`src/hdl/sdcf_pkg.sv`:
```
package sdcf_pkg;

    // Display memory size in bytes; sets the clear length and the cursor wrap
    localparam int DISPLAY_BYTES = 16;

    // Command queue between front and back
    localparam int QUEUE_DEPTH = 4;
    localparam int QPTR_W      = $clog2(QUEUE_DEPTH);

    // Byte index within one descriptor (init is the longest: DISPLAY_BYTES + 4)
    localparam int IDX_W = $clog2(DISPLAY_BYTES + 4);

    localparam int CUR_W = 4;

    // Operation codes
    localparam logic [2:0] OP_INIT       = 3'd0;
    localparam logic [2:0] OP_CLEAR      = 3'd1;
    localparam logic [2:0] OP_SET_LED    = 3'd2;
    localparam logic [2:0] OP_RAW_WRITE  = 3'd3;
    localparam logic [2:0] OP_WRITE_CHAR = 3'd4;
    localparam logic [2:0] OP_STRING     = 3'd5;
    localparam logic [2:0] OP_BRIGHTNESS = 3'd6;

    // Chip command bytes
    localparam logic [7:0] CMD_DATA_WRITE = 8'h40;
    localparam logic [7:0] CMD_DISPLAY    = 8'h80;
    localparam logic [7:0] CMD_ADDRESS    = 8'hC0;
    localparam logic [7:0] CMD_FULL_ON    = 8'h8F;
    localparam logic [7:0] SEG_DOT        = 8'h80;
    localparam logic [7:0] SEG_DASH       = 8'h40;
    localparam logic [7:0] CHAR_DOT       = 8'h2E;
    localparam logic [7:0] CHAR_DASH      = 8'h2D;

    localparam logic [7:0] SEG_TABLE [16] = '{
        8'h3F, 8'h06, 8'h5B, 8'h4F, 8'h66, 8'h6D, 8'h7D, 8'h07,
        8'h7F, 8'h6F, 8'h77, 8'h7C, 8'h39, 8'h5E, 8'h79, 8'h71
    };

    // Kind of byte sequence the back end produces
    typedef enum logic [1:0] {
        KIND_SINGLE = 2'd0,   // one byte framed alone
        KIND_PAIRS  = 2'd1,   // one or two command/data frames
        KIND_CLEAR  = 2'd2,   // address frame with zero fill, then address alone
        KIND_INIT   = 2'd3    // mode and display commands, then clear
    } kind_t;

    typedef struct packed {
        kind_t           kind;
        logic            two_pairs;
        logic [3:0][7:0] bytes;
    } desc_t;

    // Map a character code to its segment pattern
    function automatic logic [7:0] glyph_of(input logic [7:0] c);
        logic [7:0] g;
        begin
            g = 8'h00;
            if (c inside {[8'h30:8'h39]}) begin
                g = SEG_TABLE[4'(c - 8'h30)];
            end else if (c inside {[8'h61:8'h66]}) begin
                g = SEG_TABLE[4'(c - 8'h57)];
            end else if (c inside {[8'h41:8'h46]}) begin
                g = SEG_TABLE[4'(c - 8'h37)];
            end else if (c == CHAR_DASH) begin
                g = SEG_DASH;
            end
            return g;
        end
    endfunction

    // Advance the cursor by 2, wrapping at the display size
    function automatic logic [CUR_W-1:0] cursor_adv(input logic [CUR_W-1:0] c);
        logic [CUR_W:0] sum;
        begin
            sum = {1'b0, c} + (CUR_W+1)'(2);
            if (sum >= (CUR_W+1)'(DISPLAY_BYTES)) begin
                sum = sum - (CUR_W+1)'(DISPLAY_BYTES);
            end
            return sum[CUR_W-1:0];
        end
    endfunction

endpackage

```
`src/hdl/segment_display_command_framer_unit.sv`:
```
// Channel  | Dir | Data                                      | Side band
// ---------+-----+-------------------------------------------+-----------------------------------
// s_ (ops) | in  | operation[2:0] position[6:3] value[14:7]  | tuser first_of_string, tlast last
// m_ (cmd) | out | frame_byte[7:0]                           | tuser start[0] end[1], tlast last
//
// Each request expands to its command bytes, one byte per cycle unless m_ stalls: 1 for brightness,
// 2 or 4 for writes, DISPLAY_BYTES+2 for clear, DISPLAY_BYTES+4 for init (20 bytes).
// The back-end byte sequencer sets the rate; the front accepts one request per cycle
// while the four-entry queue has room, and a request that makes no bytes uses no slot.
// Reset is synchronous and active low; it clears the cursor, held glyph and queue.
// A stall on m_ holds the output register and fills the queue before s_tready drops.
module segment_display_command_framer_unit
    import sdcf_pkg::*;
(
    input  logic        aclk,
    input  logic        aresetn,
    input  logic        s_tvalid,
    output logic        s_tready,
    input  logic [15:0] s_tdata,   // operation[2:0], position[6:3], value[14:7], zero[15]
    input  logic        s_tuser,   // first_of_string[0]
    input  logic        s_tlast,
    output logic        m_tvalid,
    input  logic        m_tready,
    output logic [7:0]  m_tdata,   // frame_byte[7:0]
    output logic [1:0]  m_tuser,   // frame_start[0], frame_end[1]
    output logic        m_tlast
);

    logic  q_push, q_pop, q_full, q_empty;
    desc_t push_desc, head_desc;
    logic  frame_start, frame_end;

    assign s_tready = !q_full;

    sdcf_front u_front (
        .aclk            (aclk),
        .aresetn         (aresetn),
        .in_valid        (s_tvalid),
        .in_ready        (s_tready),
        .operation       (s_tdata[2:0]),
        .position        (s_tdata[6:3]),
        .value           (s_tdata[14:7]),
        .first_of_string (s_tuser),
        .last_of_string  (s_tlast),
        .push            (q_push),
        .desc            (push_desc)
    );

    sdcf_queue u_queue (
        .aclk      (aclk),
        .aresetn   (aresetn),
        .push      (q_push),
        .push_desc (push_desc),
        .pop       (q_pop),
        .head_desc (head_desc),
        .full      (q_full),
        .empty     (q_empty)
    );

    sdcf_back u_back (
        .aclk        (aclk),
        .aresetn     (aresetn),
        .head_desc   (head_desc),
        .empty       (q_empty),
        .pop         (q_pop),
        .out_valid   (m_tvalid),
        .out_ready   (m_tready),
        .frame_byte  (m_tdata),
        .frame_start (frame_start),
        .frame_end   (frame_end),
        .last        (m_tlast)
    );

    assign m_tuser = {frame_end, frame_start};

    // Never push into a full queue
    assert property (@(posedge aclk) disable iff (!aresetn) q_push |-> !q_full)
        else $error("push into full queue");

    // Retiring a descriptor always presents its final byte next
    assert property (@(posedge aclk) disable iff (!aresetn) q_pop |=> m_tvalid && m_tlast)
        else $error("descriptor retired without final byte");

    // Pending work with a free output register is always picked up
    assert property (@(posedge aclk) disable iff (!aresetn)
        (!q_empty && !m_tvalid) |=> m_tvalid)
        else $error("back end idle with queued work");

    // A final byte always closes a frame
    assert property (@(posedge aclk) disable iff (!aresetn)
        (m_tvalid && m_tlast) |-> frame_end)
        else $error("final byte leaves strobe low");

endmodule

```
`src/hdl/sdcf_front.sv`:
```
module sdcf_front
    import sdcf_pkg::*;
(
    input  logic        aclk,
    input  logic        aresetn,
    input  logic        in_valid,
    input  logic        in_ready,
    input  logic [2:0]  operation,
    input  logic [3:0]  position,
    input  logic [7:0]  value,
    input  logic        first_of_string,
    input  logic        last_of_string,
    output logic        push,
    output desc_t       desc
);

    logic [CUR_W-1:0] cursor_reg, cursor_next;
    logic [7:0]       held_glyph_reg, held_glyph_next;
    logic             glyph_held_reg, glyph_held_next;

    // Classify the request and work out the string state
    always_comb begin
        logic [CUR_W-1:0] c;
        logic [7:0]       g;
        logic             h;
        logic [1:0]       np;
        c  = cursor_reg;
        g  = held_glyph_reg;
        h  = glyph_held_reg;
        np = 2'd0;
        desc.kind      = KIND_SINGLE;
        desc.two_pairs = 1'b0;
        desc.bytes     = '0;
        push           = 1'b0;

        case (operation)
            OP_INIT: begin
                c    = '0;
                g    = 8'h00;
                h    = 1'b0;
                desc.kind = KIND_INIT;
                push = 1'b1;
            end
            OP_CLEAR: begin
                desc.kind = KIND_CLEAR;
                push = 1'b1;
            end
            OP_SET_LED: begin
                desc.kind     = KIND_PAIRS;
                desc.bytes[0] = {CMD_ADDRESS[7:4], position[2:0], 1'b1};
                desc.bytes[1] = value;
                push = 1'b1;
            end
            OP_RAW_WRITE: begin
                desc.kind     = KIND_PAIRS;
                desc.bytes[0] = {CMD_ADDRESS[7:4], position};
                desc.bytes[1] = value;
                push = 1'b1;
            end
            OP_WRITE_CHAR: begin
                desc.kind     = KIND_PAIRS;
                desc.bytes[0] = {CMD_ADDRESS[7:4], c};
                desc.bytes[1] = glyph_of(value);
                c    = cursor_adv(c);
                push = 1'b1;
            end
            OP_STRING: begin
                desc.kind = KIND_PAIRS;
                // Drop any glyph left from an unfinished string
                if (first_of_string) begin
                    c = '0;
                    g = 8'h00;
                    h = 1'b0;
                end
                if (value == CHAR_DOT && h) begin
                    desc.bytes[0] = {CMD_ADDRESS[7:4], c};
                    desc.bytes[1] = g | SEG_DOT;
                    np = 2'd1;
                    c  = cursor_adv(c);
                    g  = 8'h00;
                    h  = 1'b0;
                end else begin
                    if (h) begin
                        desc.bytes[0] = {CMD_ADDRESS[7:4], c};
                        desc.bytes[1] = g;
                        np = 2'd1;
                        c  = cursor_adv(c);
                    end
                    g = glyph_of(value);
                    h = 1'b1;
                end
                // Flush the held glyph at the end of the string
                if (last_of_string && h) begin
                    if (np != 2'd0) begin
                        desc.bytes[2] = {CMD_ADDRESS[7:4], c};
                        desc.bytes[3] = g;
                    end else begin
                        desc.bytes[0] = {CMD_ADDRESS[7:4], c};
                        desc.bytes[1] = g;
                    end
                    np = np + 2'd1;
                    c  = cursor_adv(c);
                    g  = 8'h00;
                    h  = 1'b0;
                end
                desc.two_pairs = (np == 2'd2);
                push = (np != 2'd0);
            end
            OP_BRIGHTNESS: begin
                desc.kind     = KIND_SINGLE;
                desc.bytes[0] = CMD_DISPLAY | {4'h0, value[3:0]};
                push = 1'b1;
            end
            default: begin
                push = 1'b0;
            end
        endcase

        push            = push && in_valid && in_ready;
        cursor_next     = c;
        held_glyph_next = g;
        glyph_held_next = h;
    end

    // Update string state on each accepted request
    always_ff @(posedge aclk) begin
        if (!aresetn) begin
            cursor_reg     <= '0;
            held_glyph_reg <= 8'h00;
            glyph_held_reg <= 1'b0;
        end else if (in_valid && in_ready) begin
            cursor_reg     <= cursor_next;
            held_glyph_reg <= held_glyph_next;
            glyph_held_reg <= glyph_held_next;
        end
    end

endmodule

```
`src/hdl/sdcf_queue.sv`:
```
module sdcf_queue
    import sdcf_pkg::*;
(
    input  logic  aclk,
    input  logic  aresetn,
    input  logic  push,
    input  desc_t push_desc,
    input  logic  pop,
    output desc_t head_desc,
    output logic  full,
    output logic  empty
);

    desc_t             entry_reg [QUEUE_DEPTH];
    logic [QPTR_W-1:0] wptr_reg, wptr_next;
    logic [QPTR_W-1:0] rptr_reg, rptr_next;
    logic [QPTR_W:0]   count_reg, count_next;

    assign full      = (count_reg == (QPTR_W+1)'(QUEUE_DEPTH));
    assign empty     = (count_reg == '0);
    assign head_desc = entry_reg[rptr_reg];

    // Advance pointers and occupancy
    always_comb begin
        wptr_next  = push ? wptr_reg + QPTR_W'(1) : wptr_reg;
        rptr_next  = pop ? rptr_reg + QPTR_W'(1) : rptr_reg;
        count_next = count_reg;
        if (push && !pop) begin
            count_next = count_reg + (QPTR_W+1)'(1);
        end else if (pop && !push) begin
            count_next = count_reg - (QPTR_W+1)'(1);
        end
    end

    always_ff @(posedge aclk) begin
        if (!aresetn) begin
            wptr_reg  <= '0;
            rptr_reg  <= '0;
            count_reg <= '0;
        end else begin
            wptr_reg  <= wptr_next;
            rptr_reg  <= rptr_next;
            count_reg <= count_next;
        end
    end

    // Store the entry
    always_ff @(posedge aclk) begin
        if (push) begin
            entry_reg[wptr_reg] <= push_desc;
        end
    end

endmodule

```
`src/hdl/sdcf_back.sv`:
```
module sdcf_back
    import sdcf_pkg::*;
(
    input  logic       aclk,
    input  logic       aresetn,
    input  desc_t      head_desc,
    input  logic       empty,
    output logic       pop,
    output logic       out_valid,
    input  logic       out_ready,
    output logic [7:0] frame_byte,
    output logic       frame_start,
    output logic       frame_end,
    output logic       last
);

    logic [IDX_W-1:0] idx_reg, idx_next;
    logic             valid_reg, valid_next;
    logic [7:0]       byte_reg;
    logic             start_reg, end_reg, last_reg;

    logic [7:0]       step_byte;
    logic             step_start, step_end, step_last;
    logic [IDX_W-1:0] last_idx;
    logic             load;

    // Work out the byte at the current index of the head descriptor
    always_comb begin
        logic [IDX_W-1:0] j;
        j          = idx_reg;
        step_byte  = 8'h00;
        step_start = 1'b0;
        step_end   = 1'b0;
        last_idx   = '0;
        case (head_desc.kind)
            KIND_SINGLE: begin
                step_byte  = head_desc.bytes[0];
                step_start = 1'b1;
                step_end   = 1'b1;
                last_idx   = '0;
            end
            KIND_PAIRS: begin
                step_byte  = head_desc.bytes[idx_reg[1:0]];
                step_start = !idx_reg[0];
                step_end   = idx_reg[0];
                last_idx   = head_desc.two_pairs ? IDX_W'(3) : IDX_W'(1);
            end
            KIND_CLEAR, KIND_INIT: begin
                if (head_desc.kind == KIND_INIT) begin
                    last_idx = IDX_W'(DISPLAY_BYTES + 3);
                    j        = idx_reg - IDX_W'(2);
                end else begin
                    last_idx = IDX_W'(DISPLAY_BYTES + 1);
                end
                if (head_desc.kind == KIND_INIT && idx_reg < IDX_W'(2)) begin
                    step_byte  = idx_reg[0] ? CMD_FULL_ON : CMD_DATA_WRITE;
                    step_start = 1'b1;
                    step_end   = 1'b1;
                end else if (j == '0) begin
                    step_byte  = CMD_ADDRESS;
                    step_start = 1'b1;
                end else if (j == IDX_W'(DISPLAY_BYTES + 1)) begin
                    step_byte  = CMD_ADDRESS;
                    step_start = 1'b1;
                    step_end   = 1'b1;
                end else begin
                    step_end = (j == IDX_W'(DISPLAY_BYTES));
                end
            end
            default: begin
                last_idx = '0;
            end
        endcase
        step_last = (idx_reg == last_idx);
    end

    // Load the output register when the queue holds work and the register is free or being drained
    assign load = !empty && (!valid_reg || out_ready);
    assign pop  = load && step_last;

    always_comb begin
        idx_next = idx_reg;
        if (load) begin
            idx_next = step_last ? '0 : idx_reg + IDX_W'(1);
        end
        valid_next = valid_reg;
        if (load) begin
            valid_next = 1'b1;
        end else if (out_ready) begin
            valid_next = 1'b0;
        end
    end

    always_ff @(posedge aclk) begin
        if (!aresetn) begin
            idx_reg   <= '0;
            valid_reg <= 1'b0;
        end else begin
            idx_reg   <= idx_next;
            valid_reg <= valid_next;
        end
    end

    // Hold the payload until taken
    always_ff @(posedge aclk) begin
        if (load) begin
            byte_reg  <= step_byte;
            start_reg <= step_start;
            end_reg   <= step_end;
            last_reg  <= step_last;
        end
    end

    assign out_valid   = valid_reg;
    assign frame_byte  = byte_reg;
    assign frame_start = start_reg;
    assign frame_end   = end_reg;
    assign last        = last_reg;

endmodule

```
`config.mk`:
```
export PLATFORM = sky130hd
export DESIGN_NAME = segment_display_command_framer_unit
export DESIGN_NICKNAME = d
export VERILOG_FILES = /design/src/hdl/sdcf_pkg.sv /design/src/hdl/segment_display_command_framer_unit.sv /design/src/hdl/sdcf_front.sv /design/src/hdl/sdcf_queue.sv /design/src/hdl/sdcf_back.sv
export SDC_FILE = /design/constraint.sdc
export NUM_CORES = 1
export LEC_CHECK = 0
export ABC_AREA = 1
export ABC_CLOCK_PERIOD_IN_PS = 8500
export BUFFER_PORTS_ARGS = -buffer_cell sky130_fd_sc_hd__buf_2
export CORE_AREA = 2 2 115 117
export DETAILED_ROUTE_END_ITERATION = 16
export DIE_AREA = 0 0 117 119
export PLACE_DENSITY = 0.82
export SLEW_MARGIN = 10
export SYNTH_ARGS = -nofsm -noshare
export SYNTH_HDL_FRONTEND = slang
export SYNTH_SLANG_ARGS = --single-unit
export TNS_END_PERCENT = 30
```
`constraint.sdc`:
```
create_clock -name aclk -period 8.5 [get_ports aclk]
set_clock_uncertainty 0.05 [all_clocks]
set_input_delay 1.275 -clock aclk [delete_from_list [all_inputs] [get_ports aclk]]
set_output_delay 1.275 -clock aclk [all_outputs]
set_load 0.01 [all_outputs]
```
==> metrics.cfg, run 1 <==
[outcome]
status = completed

[worst_hold_path]
hp-class = reg -> reg

[global_routing]
gr-total-overflow = 0
gr-usage-all-layers_pct = 26.5
grt_max_degree = 66
grt_pass1_wl_um = 28100
grt_pass1_vias = 5565
antenna_found_initial = 0

[setup_path]
startpoint_type = flop
cp.arrival_ns = 4.08
path_max_fanout = 65
crit_path_frequent_cell = nand2_1
cp-endpoint = u_queue.count_reg[1]
path_cells = buf_4, inv_2, nand2_1, nand3_1, nand2_2, nand2_1, inv_2, nand2_1, a21oi_1, nand3_1, ha_1, inv_1, fa_1, o21ai_0, a21oi_1
timing.rr.end = u_queue.count_reg[1]
cpPeakStageDelay_ns = 0.51
reg2reg_slack_ns = 4.68
worstSetupEndpointType = flop
required_ns = 8.76
r2r_cells = 15
crit_type = reg -> reg
slowest_stage = inv_2

[die]
die_w_um = 117
initial_core_util_pct = 58.1
ios = 35
rows = 42
die_h_um = 119
die-area_um2 = 13900
design.core.area_um2 = 12900

[route]
dr_total_vias = 6029
vias_per_cell = 5.84
remaining_drc_errors = 0
totalWireLength_um = 17700
drt_first_pass_iters = 6
drtAntennaViolNets = 0
post_drt_wl_per_cell_um = 17.1
drt_iter0_drc = 790

[clocking]
cts.path.max_buffers = 2
cts_resized = 0
cts_tree = built
clock_latency_ns = 0.42
clkSinkCount = 150
root_buffer = clkbuf_16
post_cts_buffers = 0
cts_buffers = 17
holdBufCountCts = 0
htreeDepth = 4
path_clk_slew_ns = 0.06

[power]
p_leak_uw = 0.00335
ir_drop_uv = 150
power-per-cell-area_nw_per_um2 = 276

[timing]
drv_slew = 0
finalCritPeriodShare_pct = 45.0
fin_crit_ns = 3.82
rsz0062_at_grt = no
setup_violations = 0
hold_viol = 0
final.setup.tns_ns = 0
fmax_mhz = 262
relSlewSlack_pct = 34.0
worstMarginPinSlew_ns = 0.989

[placement]
io_buffer_count = 33
postPlaceCellArea_um2 = 7790
dp_hpwl_um = 11300
gp_congestion = 0.967

[finish]
multiInputGateArea_um2 = 2760
largest_reg_flops = 112
layout.nets = 886
filler_cell_count = 972
seqCellArea_um2 = 4240
fin_area_um2 = 8420
n_antenna_cell = 0
syn_to_final_growth_pct = 12.7
drive_above_1_share_pct = 11.7

[yosys]
yosys_warnings = 0
syn-cell-area_um2 = 7470
synth_area_leaders = edfxtp_1 (49%), nand2_1 (8.9%), dfxtp_1 (7.2%), o21ai_0 (5.1%), nand3_1 (4.3%)
synth_simple_gate_area_share_pct = 19.2
synth_most_common_cell = nand2_1
synth_top_family_by_area = simple AND/OR/NAND/NOR gates
synthFlopType = edfxtp_1
ys_top_cells_by_count = nand2_1 (178), edfxtp_1 (123), inv_1 (83), nor2_1 (83), o21ai_0 (76)
async_flop_share_pct = 0
ys_types = 37
synth-edff-count = 123
synthAdderAreaFrac_pct = 3.45
yosysSeqAreaShare_pct = 56.6
synth_mux_area_share_pct = 0
yosys.area_share.xor_xnor_pct = 0.586
synthesis.nets = 860
ys_seq_elements = 150
synth_compound_area_share_pct = 13.5
syn_inst = 818
synth_top_cell_by_area = edfxtp_1
synth_top_cell_area_share_pct = 49.4
avgSynthCellArea_um2 = 9.14

[flow_run]
cap_violations = 0

==> stage by stage <==
| stage | util, % | worst slack, ns | hold WS, ns | instances | total power, uW |
|---|---|---|---|---|---|
| final | 65.4 | 4.68 | 0.423 | 1033 | 2320 |
| after global routing | 65.4 | 4.32 | 0.456 | 1033 | 2440 |
| after CTS | 65.4 | 4.70 | 0.419 | 1033 | 2320 |
| after detailed placement | 60.5 | 4.56 | 0.409 | 1001 | 1530 |
| after global placement | 60.5 | 4.60 | 0.404 | 1001 | 1510 |
| after floorplan | - | 4.63 | 0.395 | 818 | 1360 |
==> cell type report <==
| cell class | count | area share [%] |
|---|---|---|
| multi-input cells | 541 | 32.8 |
| inverters | 94 | 4.22 |
| clock inverters | 15 | 2.42 |
| flip-flops and latches | 150 | 50.3 |
| clock buffers | 17 | 5.05 |
| repair buffers | 40 | 2.59 |
| well taps | 176 | 2.62 |
==> worst min-delay path by stage <==
stage | depth (start not counted) | startpoint | end
final | 2 | u_front.held_glyph_reg[6] | u_front.held_glyph_reg[6]
after global routing | 2 | u_front.glyph_held_reg | u_front.glyph_held_reg
after detailed placement | 2 | u_front.held_glyph_reg[6] | u_front.held_glyph_reg[6]
after CTS | 2 | u_front.held_glyph_reg[6] | u_front.held_glyph_reg[6]
after global placement | 2 | u_front.held_glyph_reg[2] | u_front.held_glyph_reg[2]
after floorplan | 2 | u_front.glyph_held_reg | u_front.glyph_held_reg
==> kinds of logic (layout without fill, tap and decap cells) <==
| group | Yosys count | in the layout |
|---|---|---|
| and+or+nand+nor | 341 | 341 |
| buffers and inverters | 127 | 166 |
| AOI/OAI and AO/OA | 175 | 175 |
| adders and majority gates | 20 | 20 |
| DFF | 150 | 150 |
| xor gates and xnor gates | 5 | 5 |
==> per-layer routing <==
| metal | part of all wire (%) | vias to the layer above | global-route usage (%) |
|---|---|---|---|
| li1 | - | 2858 | - |
| met1 | 39 | 2779 | 35.6 |
| met2 | 50 | 350 | 42.5 |
| met3 | 9.3 | 42 | 5.50 |
| met4 | 1.9 | 0 | 9.41 |
| met5 | 0 | - | 0 |
==> critical path: cells and delay by family (launching register included) <==
kind | cells | cell delay [ns]
simple gates | 6 | 0.94
flops | 1 | 0.31
compound gates | 3 | 0.50
buf+inv | 4 | 1.22
fa+ha+maj | 2 | 0.64
==> report_power, final <==
group	total (uW)	switching (uW)	internal [uW]
Sequential	957	44.9	912
Combinational	568	393	175
Clock	798	305	493
==> placed cells by master (no fill, tap or decap), types with 4 or more instances in the layout <==
cell type / n
nand2_1: 178
edfxtp_1: 123
inv_1: 83
nor2_1: 79
o21ai_0: 76
nand3_1: 64
a21oi_1: 42
buf_2: 33
dfxtp_1: 26
ha_1: 19
clkbuf_16: 17
o22ai_1: 16
o211ai_1: 14
inv_2: 9
buf_4: 7
nor2_2: 5
a31oi_1: 5
xor2_1: 5
o221ai_1: 5
clkinvlp_4: 4
bufinv_16: 4
Power figures use the tool's default switching activity.
==> run 2: changes to the inputs <==
Settings changed: ABC_AREA 1 to 0, ABC_CLOCK_PERIOD_IN_PS 8500 to 3350, CORE_AREA 2 2 115 117 to 2 2 118 120, DIE_AREA 0 0 117 119 to 0 0 120 122, PLACE_DENSITY 0.82 to 0.8.
Clock period 8.5 ns to 3.35 ns, I/O delays scaled along.
==> metrics.cfg, run 2 <==
[route]
drtAntennaViolNets = 0  ; unchanged
totalWireLength_um = 15800  ; -11%
remaining_drc_errors = 0  ; unchanged
dr_total_vias = 4832  ; -20%
post_drt_wl_per_cell_um = 20.1  ; +18%
drt_iter0_drc = 485  ; -39%
drt_first_pass_iters = 5  ; -1
vias_per_cell = 6.16  ; +5.6%

[yosys]
synth_most_common_cell = edfxtp_1
syn_inst = 551  ; -33%
ys_types = 64  ; +73%
synth_area_leaders = edfxtp_1 (50%), mux4_2 (10%), dfxtp_1 (7.4%), ha_1 (3.2%), mux2i_1 (3.0%)
synth_top_cell_area_share_pct = 50.4  ; +0.98 points
synthFlopType = edfxtp_1
ys_seq_elements = 150  ; unchanged
yosysSeqAreaShare_pct = 57.8  ; +1.1 points
syn-cell-area_um2 = 7330  ; -1.9%
avgSynthCellArea_um2 = 13.3  ; +46%
async_flop_share_pct = 0  ; unchanged
yosys_warnings = 0  ; unchanged
synth-edff-count = 123  ; unchanged
ys_top_cells_by_count = edfxtp_1 (123), mux4_2 (34), nand2_1 (33)
synthesis.nets = 593  ; -31%
synth_top_cell_by_area = edfxtp_1

[die]
initial_core_util_pct = 54.3  ; -3.8 points
die_w_um = 120  ; +2.6%
die-area_um2 = 14600  ; +5.1%
design.core.area_um2 = 13500  ; +4.9%
ios = 35  ; unchanged
rows = 43  ; +2.4%
die_h_um = 122  ; +2.5%

[power]
p_seq_share_pct = 43.0  ; +1.8 points
pwr-share-clk_pct = 33.8  ; -0.5 points
internal_power_uw = 4150  ; +160%
pwr-share-comb_pct = 23.2  ; -1.2 points
swShare_pct = 26.9  ; -5.0 points
p_leak_uw = 0.00304  ; -9.3%
p_switching_uw = 1530  ; +110%
design_power_total_uw = 5680  ; +140%
ir_drop_uv = 373  ; +150%
power-per-cell-area_nw_per_um2 = 682  ; +150%

[global_routing]
gr-total-overflow = 0  ; unchanged
grt_pass1_vias = 4702  ; -16%
grt_pass1_wl_um = 24900  ; -11%
grt_max_degree = 32  ; -52%
gr-usage-all-layers_pct = 22.7  ; -3.7 points
antenna_found_initial = 0  ; unchanged

[finish]
largest_reg_flops = 112  ; unchanged
final_common_cell = edfxtp_1
utilization_pct = 61.7  ; -3.7 points
drive_above_1_share_pct = 20.4  ; +8.7 points
layout.nets = 635  ; -28%
n_antenna_cell = 0  ; unchanged
syn_to_final_growth_pct = 13.7
layout_common_cells = edfxtp_1 (123), mux4_2 (34), nand2_1 (33), buf_2 (33)

[timing]
fin_crit_ns = 3.19  ; -0.630 ns
final.setup.tns_ns = 0  ; unchanged
drv_slew = 0  ; unchanged
finalCritPeriodShare_pct = 95.3  ; +50 points
hold_viol = 0  ; unchanged
fmax_mhz = 313  ; +20%
worstMarginPinSlew_ns = 0.775  ; -0.214 ns
rsz0062_at_grt = no
relSlewSlack_pct = 47.6  ; +14 points
setup_violations = 0  ; unchanged

[clocking]
clkSinkCount = 150  ; unchanged
post_cts_buffers = 0  ; unchanged
cts_buffers = 17  ; unchanged
cts_resized = 0  ; unchanged
cts_tree = built
htreeDepth = 4  ; unchanged
cts.path.max_buffers = 2  ; unchanged
clock_latency_ns = 0.42  ; about the same
root_buffer = clkbuf_16
path_clk_slew_ns = 0.06  ; about the same
holdBufCountCts = 0  ; unchanged

[setup_path]
cp.arrival_ns = 3.48  ; -0.60 ns
startpoint_type = flop
path_max_fanout = 3  ; -95%
required_ns = 3.64  ; -5.12 ns
worstSetupEndpointType = flop
crit_type = reg -> reg

[flow_run]
cap_violations = 0  ; unchanged

[placement]
gp_congestion = 0.857  ; -11%
io_buffer_count = 33  ; unchanged
dp_hpwl_um = 10900  ; -4.1%

[outcome]
status = completed

[worst_hold_path]
hp-class = in -> reg

run 2: changes by cell type after synthesis, moves of 9 or more:
cell	change
o22ai_1	-13
nor2_1	-56
mux2i_1	+22
a21oi_1	-14
nor2b_1	+11
and2_1	+13
inv_1	-66
mux4_2	+34
o21ai_0	-55
o211ai_1	-9
nand2_1	-145
nand2b_1	+15
nand3_1	-47
inv_2	-9
run 2: kinds of logic after synthesis:
kind of cell	Yosys count	share of synthesized area, %
xor gates and xnor gates	10	1.20
DFF	150	57.8
buffers and inverters	48	2.70
adders and majority gates	20	3.52
AOI/OAI and AO/OA	108	9.78
and+or+nand+nor	157	11.3
muxes	58	13.8
run 2: path summary, 6_finish.rpt:
kind | from | end | slack, ns | depth (start not counted)
worst max register to register | u_queue.entry_reg[2][33] | u_queue.count_reg[2] | 0.16 | 11
worst min-delay path | m_tready | u_back.out_valid | 0.33 | 4
worst max-delay path | u_queue.entry_reg[2][33] | u_queue.count_reg[2] | 0.16 | 11
worst min register to register | u_front.held_glyph_reg[2] | u_front.held_glyph_reg[2] | 0.42 | 2
run 2: power by group through the flow:
stage / registers, uW / logic (uW) / clock network (uW)
detailed placement: 2480 / 1310 / 0
CTS: 2450 / 1330 / 1950
floorplan: 2480 / 983 / 0
finish: 2440 / 1320 / 1920
global placement: 2460 / 1280 / 0
global route: 2470 / 1440 / 2020
run 2: per-stage QoR:
| step | instance area [um^2] | hold slack, ns | cells | worst slack, ns |
|---|---|---|---|---|
| after CTS | 8340 | 0.323 | 784 | 0.178 |
| final | 8340 | 0.332 | 784 | 0.157 |
| after global routing | 8340 | 0.342 | 784 | 0.0127 |
| after floorplan | 7330 | 0.394 | 551 | 0.179 |
| after detailed placement | 7740 | 0.413 | 754 | 0.213 |
| after global placement | 7740 | 0.403 | 754 | 0.304 |
run 2: routing by layer:
| metal | GRT usage, % | wire length [um] |
|---|---|---|
| met2 | 38.0 | 8040 |
| met1 | 28.8 | 6260 |
| met4 | 8.82 | 376 |
| met5 | 0 | 0 |
| met3 | 5.43 | 1110 |
run 2: area by class of cell:
type,instances,area [um^2]
inverter,18,67.6
multi-input combinational,353,2900
clock inverter,11,159
timing repair buffer,53,315
clock buffer,19,433
tap,180,225
sequential,150,4240
fill,993,5170
run 2: worst max-delay path, cell delays in order (launching register included):
cell	delay, ns
edfxtp_1	0.38
or2_1	0.23
mux4_2	0.47
or3_1	0.36
a2111oi_4	0.40
nand2_2	0.16
ha_1	0.23
inv_1	0.08
fa_1	0.19
xor2_1	0.08
or3_1	0.32
a21boi_0	0.16
